<file path="src/rtl/spr_pkg.sv">
`timescale 1ns / 1ps
// Shared constants, types and request codes of the shortest path router.
// No dependencies; the core and the edge memory import this package.
package spr_pkg;

    localparam int NODE_COUNT  = 16;
    localparam int NODE_BITS   = $clog2(NODE_COUNT);
    localparam int WEIGHT_BITS = 8;
    localparam int ADDR_BITS   = 2 * NODE_BITS;
    localparam int EDGE_COUNT  = NODE_COUNT * NODE_COUNT;
    // A longest simple path passes every node once; the all-ones code is kept for infinity.
    localparam int DIST_BITS   = 13;
    localparam int MAX_PATH    = 16;
    localparam int SCAN_BITS   = NODE_BITS + 1;
    localparam int ROUND_BITS  = NODE_BITS;
    localparam int STACK_BITS  = $clog2(MAX_PATH);

    typedef logic [NODE_BITS-1:0]   node_t;
    typedef logic [WEIGHT_BITS-1:0] weight_t;
    typedef logic [ADDR_BITS-1:0]   addr_t;
    typedef logic [DIST_BITS-1:0]   dist_t;

    localparam dist_t DIST_INF = {DIST_BITS{1'b1}};

    // Request function codes.
    localparam logic FUNC_WRITE = 1'b0;
    localparam logic FUNC_QUERY = 1'b1;

    // Write port of the edge weight store.
    typedef struct packed {
        logic    en;
        addr_t   addr;
        weight_t data;
    } edge_wr_t;

endpackage

</file>
<file path="src/rtl/spr_if.sv">
`timescale 1ns / 1ps
// Valid/ready channels of the shortest path router: request words in, path words out.
// No dependencies.
interface spr_req_if;
    logic       valid;
    logic       ready;
    logic       func;
    logic [3:0] from_node;
    logic [3:0] to_node;
    logic [7:0] edge_weight;

    modport source (output valid, output func, output from_node, output to_node,
                    output edge_weight, input ready);
    modport sink   (input valid, input func, input from_node, input to_node,
                    input edge_weight, output ready);
endinterface

interface spr_path_if;
    logic       valid;
    logic       ready;
    logic [3:0] path_node;
    logic       path_last;

    modport source (output valid, output path_node, output path_last, input ready);
    modport sink   (input valid, input path_node, input path_last, output ready);
endinterface

</file>
<file path="src/rtl/shortest_path_router_core.sv">
`timescale 1ns / 1ps
// Top level of the shortest path router: sequencer, distance table and path stack.
// Depends on spr_pkg, spr_if (spr_req_if, spr_path_if) and spr_edge_mem.
//
// Usage:
//   req  (sink)   : request words. func = write stores edge_weight at edge
//                   (from_node, to_node), weight 0 removing the edge; func = query
//                   asks for the shortest path from from_node to to_node.
//   path (source) : path words, source node first, path_last set on the destination.
//                   An unreachable destination comes back alone, with path_last set.
// Sequence:
//   A write is accepted while idle and the block stays ready for the next word.
//   A query runs NODE_COUNT-1 rounds, each a settle step then a scan of all nodes
//   through the single edge memory read port (the read is registered, so the
//   scan is one word behind the address). Then the backward walk pushes one path
//   node per cycle and the emit step sends one path word per cycle while the
//   receiver is ready. req.ready is low for the whole query.
// Reset: the edge matrix reads as all zero (no edges), the output is empty and the
//   block is ready for a request.
// Receiver stall: the last path word sits in the output register; while the
//   receiver holds off, the sequencer holds in its emit step and drops nothing.
//   Once the final word is loaded the block takes new requests again.
module shortest_path_router_core
    import spr_pkg::*;
(
    input  logic       clk,
    input  logic       rst_n,
    spr_req_if.sink    req,
    spr_path_if.source path
);

    typedef enum logic [4:0] {
        ST_IDLE   = 5'b00001,
        ST_SETTLE = 5'b00010,
        ST_RELAX  = 5'b00100,
        ST_WALK   = 5'b01000,
        ST_EMIT   = 5'b10000
    } state_t;

    state_t                state_reg, state_next;

    // Working storage of one query.
    dist_t                 dist_reg    [NODE_COUNT];
    node_t                 pred_reg    [NODE_COUNT];
    node_t                 stack_reg   [MAX_PATH];
    logic [NODE_COUNT-1:0] settled_reg;
    logic [NODE_COUNT-1:0] pred_ok_reg;

    // Sequencer registers.
    node_t                 u_reg, u_next;
    dist_t                 du_reg;
    dist_t                 best_reg, best_next;
    node_t                 sel_reg, sel_next;
    logic [SCAN_BITS-1:0]  scan_reg;
    logic                  proc_reg;
    node_t                 vd_reg;
    logic [ROUND_BITS-1:0] round_reg;
    node_t                 dest_reg;
    node_t                 cur_reg;
    logic [STACK_BITS-1:0] cnt_reg;
    logic [STACK_BITS-1:0] emit_idx_reg;

    // Output register.
    logic                  out_valid_reg;
    node_t                 out_node_reg;
    logic                  out_last_reg;

    logic                  req_fire;
    logic                  start_query;
    logic                  scan_done;
    logic                  last_round;
    logic                  walk_stop;
    logic                  out_free;
    logic                  emit_load;

    edge_wr_t              edge_wr;
    addr_t                 edge_rd_addr;
    weight_t               edge_w;

    // Relax / select datapath (the shared compare-and-add unit).
    dist_t                 cur_dist;
    dist_t                 sum;
    logic                  do_relax;
    dist_t                 cand;
    logic                  take;

    assign req.ready   = (state_reg == ST_IDLE);
    assign req_fire    = req.valid && req.ready;
    assign start_query = req_fire && (req.func == FUNC_QUERY);

    assign edge_wr.en   = req_fire && (req.func == FUNC_WRITE);
    assign edge_wr.addr = {req.from_node, req.to_node};
    assign edge_wr.data = req.edge_weight[WEIGHT_BITS-1:0];

    assign edge_rd_addr = {u_reg, scan_reg[NODE_BITS-1:0]};

    spr_edge_mem u_edge_mem (
        .clk     (clk),
        .rst_n   (rst_n),
        .wr      (edge_wr),
        .rd_addr (edge_rd_addr),
        .rd_data (edge_w)
    );

    // Strict-less relaxation of the node one step behind the read address, then
    // fold the (possibly lowered) distance into the running minimum for the next
    // round. Ties go to the later, higher index.
    always_comb
    begin
        cur_dist  = dist_reg[vd_reg];
        sum       = du_reg + dist_t'(edge_w);
        do_relax  = proc_reg && !settled_reg[vd_reg] && (du_reg != DIST_INF)
                    && (edge_w != '0) && (sum < cur_dist);
        cand      = do_relax ? sum : cur_dist;
        take      = proc_reg && !settled_reg[vd_reg] && (cand <= best_reg);
        best_next = take ? cand : best_reg;
        sel_next  = take ? vd_reg : sel_reg;
    end

    assign scan_done  = (scan_reg == SCAN_BITS'(NODE_COUNT));
    assign last_round = (round_reg == ROUND_BITS'(NODE_COUNT - 2));
    assign walk_stop  = !pred_ok_reg[cur_reg] || (cnt_reg == STACK_BITS'(MAX_PATH - 1));
    assign out_free   = !out_valid_reg || path.ready;
    assign emit_load  = (state_reg == ST_EMIT) && out_free;

    always_comb
    begin
        state_next = state_reg;
        u_next     = u_reg;
        case (state_reg)
            ST_IDLE:
            begin
                if (start_query)
                begin
                    state_next = ST_SETTLE;
                    u_next     = req.from_node;
                end
            end
            ST_SETTLE:
            begin
                state_next = ST_RELAX;
            end
            ST_RELAX:
            begin
                if (scan_done)
                begin
                    state_next = last_round ? ST_WALK : ST_SETTLE;
                    u_next     = sel_next;
                end
            end
            ST_WALK:
            begin
                if (walk_stop)
                begin
                    state_next = ST_EMIT;
                end
            end
            ST_EMIT:
            begin
                if (out_free && (emit_idx_reg == '0))
                begin
                    state_next = ST_IDLE;
                end
            end
            default:
            begin
                state_next = ST_IDLE;
            end
        endcase
    end

    // Control state.
    always_ff @(posedge clk or negedge rst_n)
    begin
        if (!rst_n)
        begin
            state_reg     <= ST_IDLE;
            u_reg         <= '0;
            scan_reg      <= '0;
            proc_reg      <= 1'b0;
            round_reg     <= '0;
            cnt_reg       <= '0;
            emit_idx_reg  <= '0;
            out_valid_reg <= 1'b0;
        end
        else
        begin
            state_reg <= state_next;
            u_reg     <= u_next;

            case (state_reg)
                ST_IDLE:
                begin
                    round_reg <= '0;
                end
                ST_SETTLE:
                begin
                    scan_reg <= '0;
                    proc_reg <= 1'b0;
                end
                ST_RELAX:
                begin
                    // Advance the read address; the processed index trails by one.
                    proc_reg <= !scan_done;
                    if (!scan_done)
                    begin
                        scan_reg <= scan_reg + 1'b1;
                    end
                    else
                    begin
                        round_reg <= round_reg + 1'b1;
                        cnt_reg   <= '0;
                    end
                end
                ST_WALK:
                begin
                    if (walk_stop)
                    begin
                        emit_idx_reg <= cnt_reg;
                    end
                    else
                    begin
                        cnt_reg <= cnt_reg + 1'b1;
                    end
                end
                ST_EMIT:
                begin
                    if (out_free && (emit_idx_reg != '0))
                    begin
                        emit_idx_reg <= emit_idx_reg - 1'b1;
                    end
                end
                default:
                begin
                end
            endcase

            if (emit_load)
            begin
                out_valid_reg <= 1'b1;
            end
            else if (path.ready)
            begin
                out_valid_reg <= 1'b0;
            end
        end
    end

    // Query working storage; distances and flags are reset as each query starts.
    always_ff @(posedge clk)
    begin
        case (state_reg)
            ST_IDLE:
            begin
                if (start_query)
                begin
                    for (int v = 0; v < NODE_COUNT; v++)
                    begin
                        dist_reg[v] <= (req.from_node == node_t'(v)) ? '0 : DIST_INF;
                    end
                    settled_reg <= '0;
                    pred_ok_reg <= '0;
                    dest_reg    <= req.to_node;
                end
            end
            ST_SETTLE:
            begin
                settled_reg[u_reg] <= 1'b1;
                du_reg             <= dist_reg[u_reg];
                best_reg           <= DIST_INF;
                sel_reg            <= '0;
            end
            ST_RELAX:
            begin
                best_reg <= best_next;
                sel_reg  <= sel_next;
                if (do_relax)
                begin
                    dist_reg[vd_reg]    <= sum;
                    pred_reg[vd_reg]    <= u_reg;
                    pred_ok_reg[vd_reg] <= 1'b1;
                end
                if (scan_done)
                begin
                    cur_reg <= dest_reg;
                end
            end
            ST_WALK:
            begin
                // Push the current node and step back along the predecessors.
                stack_reg[cnt_reg] <= cur_reg;
                cur_reg            <= pred_reg[cur_reg];
            end
            default:
            begin
            end
        endcase

        vd_reg <= scan_reg[NODE_BITS-1:0];

        if (emit_load)
        begin
            out_node_reg <= stack_reg[emit_idx_reg];
            out_last_reg <= (emit_idx_reg == '0);
        end
    end

    assign path.valid     = out_valid_reg;
    assign path.path_node = out_node_reg;
    assign path.path_last = out_last_reg;

endmodule

</file>
<file path="src/rtl/spr_edge_mem.sv">
`timescale 1ns / 1ps
// Adjacency matrix store: one write port, one registered read port.
// Depends on spr_pkg. Per-entry valid bits make never-written edges read as zero.
module spr_edge_mem
    import spr_pkg::*;
(
    input  logic     clk,
    input  logic     rst_n,
    input  edge_wr_t wr,
    input  addr_t    rd_addr,
    output weight_t  rd_data
);

    weight_t                 mem [EDGE_COUNT];
    logic [EDGE_COUNT-1:0]   valid_reg;
    weight_t                 data_reg;
    logic                    hit_reg;

    always_ff @(posedge clk)
    begin
        if (wr.en)
        begin
            mem[wr.addr] <= wr.data;
        end
        data_reg <= mem[rd_addr];
    end

    always_ff @(posedge clk or negedge rst_n)
    begin
        if (!rst_n)
        begin
            valid_reg <= '0;
            hit_reg   <= 1'b0;
        end
        else
        begin
            if (wr.en)
            begin
                valid_reg[wr.addr] <= 1'b1;
            end
            hit_reg <= valid_reg[rd_addr];
        end
    end

    assign rd_data = hit_reg ? data_reg : '0;

endmodule
</file>
<file path="src/flat_wrapper.sv">
// flat-port wrapper written by rule: the top's interface ports become plain ports
module shortest_path_router_core_flat import spr_pkg::*;
  (clk, rst_n, req_valid, req_func, req_from_node, req_to_node, req_edge_weight, req_ready, path_valid, path_path_node, path_path_last, path_ready);
  spr_req_if req_i ();
  spr_path_if path_i ();
  input  logic clk;
  input  logic rst_n;
  input wire logic [$bits(req_i.valid)-1:0] req_valid;
  input wire logic [$bits(req_i.func)-1:0] req_func;
  input wire logic [$bits(req_i.from_node)-1:0] req_from_node;
  input wire logic [$bits(req_i.to_node)-1:0] req_to_node;
  input wire logic [$bits(req_i.edge_weight)-1:0] req_edge_weight;
  output wire logic [$bits(req_i.ready)-1:0] req_ready;
  output wire logic [$bits(path_i.valid)-1:0] path_valid;
  output wire logic [$bits(path_i.path_node)-1:0] path_path_node;
  output wire logic [$bits(path_i.path_last)-1:0] path_path_last;
  input wire logic [$bits(path_i.ready)-1:0] path_ready;
  assign req_i.valid = req_valid;
  assign req_i.func = req_func;
  assign req_i.from_node = req_from_node;
  assign req_i.to_node = req_to_node;
  assign req_i.edge_weight = req_edge_weight;
  assign req_ready = req_i.ready;
  assign path_valid = path_i.valid;
  assign path_path_node = path_i.path_node;
  assign path_path_last = path_i.path_last;
  assign path_i.ready = path_ready;
  shortest_path_router_core u_core (.clk(clk), .rst_n(rst_n), .req(req_i), .path(path_i));
endmodule
</file>
<file path="config.mk">
export PLATFORM = sky130hd
export DESIGN_NAME = shortest_path_router_core_flat
export DESIGN_NICKNAME = d
export VERILOG_FILES = /design/src/rtl/spr_pkg.sv /design/src/rtl/spr_if.sv /design/src/rtl/shortest_path_router_core.sv /design/src/rtl/spr_edge_mem.sv /design/src/flat_wrapper.sv
export SDC_FILE = /design/constraint.sdc
export NUM_CORES = 2
export LEC_CHECK = 0
export BUFFER_PORTS_ARGS = -buffer_cell sky130_fd_sc_hd__buf_4
export CAP_MARGIN = 10
export CORE_ASPECT_RATIO = 1.1
export CORE_MARGIN = 5
export CORE_UTILIZATION = 44
export DETAILED_ROUTE_END_ITERATION = 12
export HOLD_SLACK_MARGIN = 0.15
export PLACE_DENSITY = 0.69
export SYNTH_ARGS = -nofsm -noshare
export SYNTH_HDL_FRONTEND = slang
export SYNTH_SLANG_ARGS = --single-unit
export TNS_END_PERCENT = 1
</file>
<file path="constraint.sdc">
create_clock -name clk -period 18 [get_ports clk]
set_input_delay 1.8 -clock clk [delete_from_list [all_inputs] [get_ports clk]]
set_output_delay 1.8 -clock clk [all_outputs]
set_load 0.1 [all_outputs]
</file>
Yosys cells after proc, flatten, opt, wreduce, memory -nomap -nowiden
Memory sizes are Yosys's and may differ from the RTL's. A register that Yosys moved wholly into a read port is not among the register bits.
Index checks and enable logic that the tools add are counted.
W data, S select, Z words.
Operators by class
  $add $sub $neg: 5
  order comparisons: 10
  equality and inequality tests: 33
  muxes and demuxes: 76
  bitwise gates (word level): 4
  reductions and logical operators: 42
Operators by type and width (number)
  $or A256 B256 Y256: 1
  $mux W13: 19
  $pmux W16 S2: 2
  $mux W4: 12
  $pmux W4 S2: 6
  $eq A4 B4 Y1 const B: 10
  $mux W16: 2
  $or A16 B16 Y16: 2
  $pmux W13 S2: 1
  $mux W5: 5
  $pmux W5 S5: 1
  $mux W1: 19
  $lt A8 B9 Y1 const B: 2
  $eq A4 B3 Y1 const B: 4
  $lt A4 B5 Y1 const B: 3
  $logic_and A1 B1 Y1: 14
  $add A13 B8 Y13: 1
  $le A13 B13 Y1: 1
  $lt A13 B13 Y1: 1
  $ne A13 B13 Y1 const B: 1
  $reduce_or A13 Y1: 1
  $reduce_and A2 Y1: 6
  $reduce_and A3 Y1: 4
  $reduce_bool A2 Y1: 6
  other kinds (28): 46
Storage, ports and cells
  bits in registers: 347
  memory bits (writable): 2384
  output and inout bits: 7
  logic and storage cells: 192
  memories kept: 4
Memories
  u_core.u_edge_mem.mem: depth 256, bits a word 8, rd ports 1, clocked after Yosys merged registers in 1, write ports 1, RTL line spr_edge_mem.sv:14  | weight_t mem [EDGE_COUNT];
  u_core.dist_reg: depth 16, bits a word 13, rd ports 2, clocked after Yosys merged registers in 2, write ports 16, RTL line shortest_path_router_core.sv:43  | dist_t dist_reg [NODE_COUNT];
  u_core.pred_reg: depth 16, bits a word 4, rd ports 1, clocked after Yosys merged registers in 1, write ports 1, RTL line shortest_path_router_core.sv:44  | node_t pred_reg [NODE_COUNT];
  u_core.stack_reg: depth 16, bits a word 4, rd ports 1, clocked after Yosys merged registers in 1, write ports 1, RTL line shortest_path_router_core.sv:45  | node_t stack_reg [MAX_PATH];

Logic depth before layout (Yosys ltp)
  word-level depth: 13
  gate-level depth with buffers: 27
  gate-level depth less buffers: 24

Modules after synthesis
From an unflattened synthesis, not the netlist that was laid out.
Second synthesis, totals
  cells, all modules: 5971
  area, all modules: 112152.6 sq um
Modules (own cells, without submodules)
  spr_edge_mem: instances 1, cells an instance 4460, area an instance 89739.8 sq um, seq. area each 68090.3 sq um
  shortest_path_router_core: instances 1, cells an instance 1511, area an instance 22412.7 sq um, seq. area each 13203.9 sq um

Least setup slack after synthesis
OpenSTA, ideal clock, no wires.
  kind: reg-to-reg
  from: reg u_core.u_edge_mem.hit_reg
  to: reg u_core.best_reg[0] (enable)
  library setup time: 356 ps
  data arrival time: 6069 ps
  data required time: 17644 ps
  slack: 11575 ps
  cell stages (with the launch flop): 28
  buffers on the path: 3
  period minus slack after synthesis: 6425 ps
  cell sequence: dfrtp_1 -> and2_1 -> ha_1 -> inv_1 -> fa_1 -> nor2b_1 -> o31a_1 -> o31ai_1 -> a211oi_1 -> xnor2_1 -> clkbuf_1 -> inv_1 -> ha_1 -> nand4_1 -> or4_1 -> a221o_1 -> nand4_1 -> buf_2 -> buf_1 -> nand2_1 -> o21ai_0 -> ha_1 -> a21oi_1 -> o21ai_0 -> a221oi_1 -> a22oi_1 -> or3_1 -> nand2_1
On the way
  word-level cells in the longest chain between the ends: 9
  elaborated cells between the ends (all ways): 11
Ends and longest elaborated chain
  start: declaration: RTL line spr_edge_mem.sv:17  | logic hit_reg;
  start signal: assignment: RTL line spr_edge_mem.sv:41  | hit_reg <= valid_reg[rd_addr];
  $mux W8 (*): RTL line spr_edge_mem.sv:45  | assign rd_data = hit_reg ? data_reg : '0;
  $add A13 B8 Y13 / $reduce_bool A8 Y1 (equally long branches): RTL line shortest_path_router_core.sv:111, shortest_path_router_core.sv:113
  $lt A13 B13 Y1 / $logic_and A1 B1 Y1 (equally long branches): RTL line shortest_path_router_core.sv:113  | && (edge_w != '0) && (sum < cur_dist);
  $logic_and A1 B1 Y1: RTL line shortest_path_router_core.sv:113
  $mux W13 (*): RTL line shortest_path_router_core.sv:114  | cand = do_relax ? sum : cur_dist;
  $le A13 B13 Y1 (*): RTL line shortest_path_router_core.sv:115  | take = proc_reg && !settled_reg[vd_reg] && (cand <= best_reg);
  $logic_and A1 B1 Y1 (*): RTL line shortest_path_router_core.sv:115
  $ne A2 B1 Y1 (no source line) (*)
  $reduce_and A2 Y1 (no source line) (*)
  end signal: assignment: RTL line shortest_path_router_core.sv:275  | best_reg <= best_next;
  end: declaration: RTL line shortest_path_router_core.sv:52  | dist_t best_reg, best_next;
Every way passes the cells marked *; elsewhere a longest branch is shown, timed or not.
A chain may end at the register's enable or synchronous reset.

Final worst setup path
  from: reg u_core.u_edge_mem.hit_reg
  to: reg u_core.best_reg[4] (enable)
The elaborated chain is that of the path after synthesis.

==> impl_results.md <==
- Adder-cell area share of the yosys netlist: 0.00482
- Switching Power: 5.02 mW
- Fin. max-slew vios: 0
- Compound-Gate Fraction of Synth Area: 0.0583
- Slowest stage cell, crit path: or4_1
- Total power: 17.0 mW
- Rows: 195
- Critical path class: register to register
- Clock Power Share: 0.347
- Routed vias/inst: 6.57
- Max FFs per register: 2,048
- Unique masters post-synth: 83
- Io pins: 28
- Most frequent cells in the layout: edfxtp_1 (2,459), mux4_2 (656), nor2_1 (409)
- Worst path max stage delay: 0.56 ns
- Post-cts sizing count: 0
- Global-route wire length before repair: 488 mm
- Synth area leaders: edfxtp_1 (65%), mux4_2 (13%), dfrtp_1 (6.3%)
- Layout Skew: 0.0772 ns
- Total GRT Usage: 0.255
- DR WL met3: 41.4 mm
- Worst min-delay path startpoint: u_core.u_edge_mem.valid_reg[88]$_DFFE_PN0P_
- Leakage power: 39.8 nW
- Post-Synth XOR/XNOR Area: 0.00116
- Met2 wire length: 159 mm
- Final setup fails: 0
- Number of post-CTS setup repair buffers: 0
- Cells after Synth: 6,246
- Ys Warns: 0
- CTS Buffer Depth: 4
- Setup crit start kind: register
- VDD IR max: 0.111 mV
- Syn_area_per_cell: 18.1 µm²
- Final Critical Period: 7.45 ns
- Final ANT Viol Nets: 0
- Initial antenna violation count: 20
- Top Family by Delay on Critical Path: simple AND/OR/NAND/NOR gates
- Worst Hold Class: register to register
- # port buffers: 27
- Via count: 65,000
- Main combinational cell family by area after synthesis: multiplexers
- Skew-Pair Late Insertion Delay: 0.97 ns
- MaxCap Viol Count: 0
- Worst EP required: 18.58 ns
- Post-route clock period utilization: 0.414
- Share of the synthesized area in the top cell type: 0.653
- WP data arrival: 8.03 ns
- Synth Cell Area: 113,000 µm²
- GP Congestion: 0.967
- H-tree depth: 5
- Mux cell area share after synthesis: 0.152
- Setup TNS: 0 ns
- Pin count of the biggest net entering global routing: 126
- Metal-1 WL: 121 mm
- FMAX: 0.134 GHz
- Status: finished, final reports clean
- EDFF count, synth: 2,459
- Nets: 6,372
- Seq/Total Area, Yosys: 0.719
- Vias in the first global route: 64,100
- Final hold viol count: 0
- Worst-path clk slew: 0.06 ns
- Area grow syn2layout: 11.9%
- Power Dens Cells: 134 nW/µm²
- Number of clock sinks: 2,760
- Yosys reg bits: 2,760
- CTS tree: done
- Die area: 267,000 µm²
- Initial drt markers: 10,000
- Crit. Startpoint: u_core.u_edge_mem.hit_reg$_DFF_PN0_
- Setup crit end kind: register
- Clock Root Buffer: clkbuf_16
- Simple-gate area share of the yosys netlist: 0.0440
- Max-slew headroom: 0.0824
- Worst-Margin Slew: 1.34 ns
- Height of the die: 542 µm
- R2r startpoint: u_core.u_edge_mem.hit_reg$_DFF_PN0_
- DIE WIDTH: 493 µm
- Pint: 12.0 mW
- DR pass1 iterations: 8
- Post-synth top area cell: edfxtp_1
- Fin Hold WS: 0.470 ns
- DR top layer: met5
- Average wire per standard cell: 35.0 µm
- Worst-path fanout max: 20
- Num CTS Buffers: 299
- Most common cell after layout, fill and taps aside: edfxtp_1
- Fill cell count: 20,600
- Gate power share: 0.224
- Sequential power share: 0.429
- Ys flop type: edfxtp_1
- DP HPWL: 213 mm
- Fraction of layout cells with a size suffix above 1: 0.213
- Total core area: 256,000 µm²
- Mapped Nets: 6,310
- Synth async-reset ratio: 0.103
- CP most frequent cell: ha_1
- Total Wirelength: 346 mm
- Switching share of power: 0.295
- Worst path buffer plus inverter count: 4
- DRC errors left: 0
- Post-cts hold buffer count: 0
- Initial Utilization: 0.442
- Total grt overflow: 0
- Unrepaired setup endpoints after global routing: false
[path summary, 6_finish.rpt]
| path | endpoint | slack, ns | cells after the start |
|---|---|---|---|
| setup / recovery | u_core.best_reg[4]$_SDFFCE_PN1P_ | 10.55 | 26 |
| hold / removal | u_core.u_edge_mem.valid_reg[88]$_DFFE_PN0P_ | 0.47 | 1 |
| setup reg to reg | u_core.best_reg[4]$_SDFFCE_PN1P_ | 10.55 | 26 |
| hold reg to reg | u_core.u_edge_mem.valid_reg[88]$_DFFE_PN0P_ | 0.47 | 1 |
| max in group asynchronous | u_core.u_edge_mem.valid_reg[83]$_DFFE_PN0P_ | 14.94 | 3 |
| min in group asynchronous | u_core.path.valid$_DFFE_PN0P_ | 0.81 | 1 |
[per-layer routing]
metal / vias up / track usage
met5: - / 0.00108
met4: 14 / 0.149
met3: 1048 / 0.0682
met2: 4785 / 0.392
met1: 33700 / 0.328
li1: 25400 / -
[layout make-up]
class | instances | area, µm² | area share
Tap cell | 3349 | 4190 | 0.0331
Timing Repair Buffer | 216 | 1790 | 0.0141
Clock inverter | 137 | 1200 | 0.00952
Clock buffer | 379 | 8020 | 0.0634
Sequential cell | 2760 | 81300 | 0.643
Multi-Input combinational cell | 2969 | 29800 | 0.235
Antenna cell | 16 | 40.0 | 0.000316
Inverter | 62 | 235 | 0.00186
[cell usage after synthesis, types with 12 or more instances]
| cell type | n |
|---|---|
| a2111oi_0 | 14 |
| a211oi_1 | 20 |
| a21oi_1 | 278 |
| a21oi_2 | 12 |
| a221oi_1 | 17 |
| a22o_1 | 20 |
| a22oi_1 | 98 |
| a31oi_1 | 32 |
| and2_1 | 39 |
| and3_1 | 19 |
| and4_1 | 13 |
| buf_1 | 43 |
| buf_2 | 121 |
| buf_4 | 38 |
| buf_6 | 14 |
| clkbuf_1 | 238 |
| dfrtp_1 | 284 |
| dfxtp_1 | 16 |
| edfxtp_1 | 2459 |
| ha_1 | 42 |
| inv_1 | 60 |
| mux2_2 | 28 |
| mux2i_1 | 191 |
| mux4_2 | 656 |
| nand2_1 | 215 |
| nand2b_1 | 19 |
| nand3_1 | 94 |
| nand4_1 | 59 |
| nor2_1 | 410 |
| nor2b_1 | 34 |
| nor3_1 | 59 |
| nor3b_1 | 12 |
| nor4_1 | 21 |
| o2111ai_1 | 12 |
| o211ai_1 | 36 |
| o21ai_0 | 65 |
| o21bai_1 | 257 |
| o22ai_1 | 43 |
[cells by family (layout without fill, tap and decap cells)]
family	Yosys count	count (layout)
compound gates	978	978
xor+xnor	15	15
flops	2760	2760
fa+ha+maj	43	43
buf+inv	517	794
simple gates	1049	1049
mux	884	884
other cells	0	16
[worst reg2reg max path: stages (launching register included)]
cell      delay, ns
dfrtp_1        0.45
and2_1         0.16
ha_1           0.20
inv_1          0.07
fa_1           0.42
nor2b_1        0.17
o31a_1         0.19
o31ai_1        0.12
a211oi_1       0.26
xnor2_1        0.19
buf_4          0.27
inv_1          0.07
ha_1           0.29
nand4_1        0.14
or4_1          0.56
a221o_1        0.29
nand4_1        0.48
buf_4          0.35
nand2_1        0.09
o21ai_0        0.10
ha_1           0.29
a21oi_1        0.16
o21ai_0        0.11
a221oi_1       0.40
a22oi_1        0.35
or3_1          0.40
nand2_1        0.48
[power by group through the flow]
stage          logic [mW]  clock network, mW  registers [mW]
2_1_floorplan        2.41                  0            7.31
3_3_place_gp         3.72                  0            7.42
3_5_place_dp         3.74                  0            7.43
4_1_cts              3.75               5.94            7.30
5_1_grt              3.90               6.22            7.31
6_report             3.82               5.91            7.30
[per-stage QoR]
stage	utilization	setup slack, ns	std cells	instance area (µm²)
after floorplan	-	11.58	6246	113000
after global placement	0.458	10.74	9352	117000
after detailed placement	0.458	10.64	9353	117000
after CTS	0.494	10.57	9869	126000
after global routing	0.494	10.06	9873	127000
final	0.494	10.55	9888	127000
No activity file was read; power rests on OpenSTA's default activity.
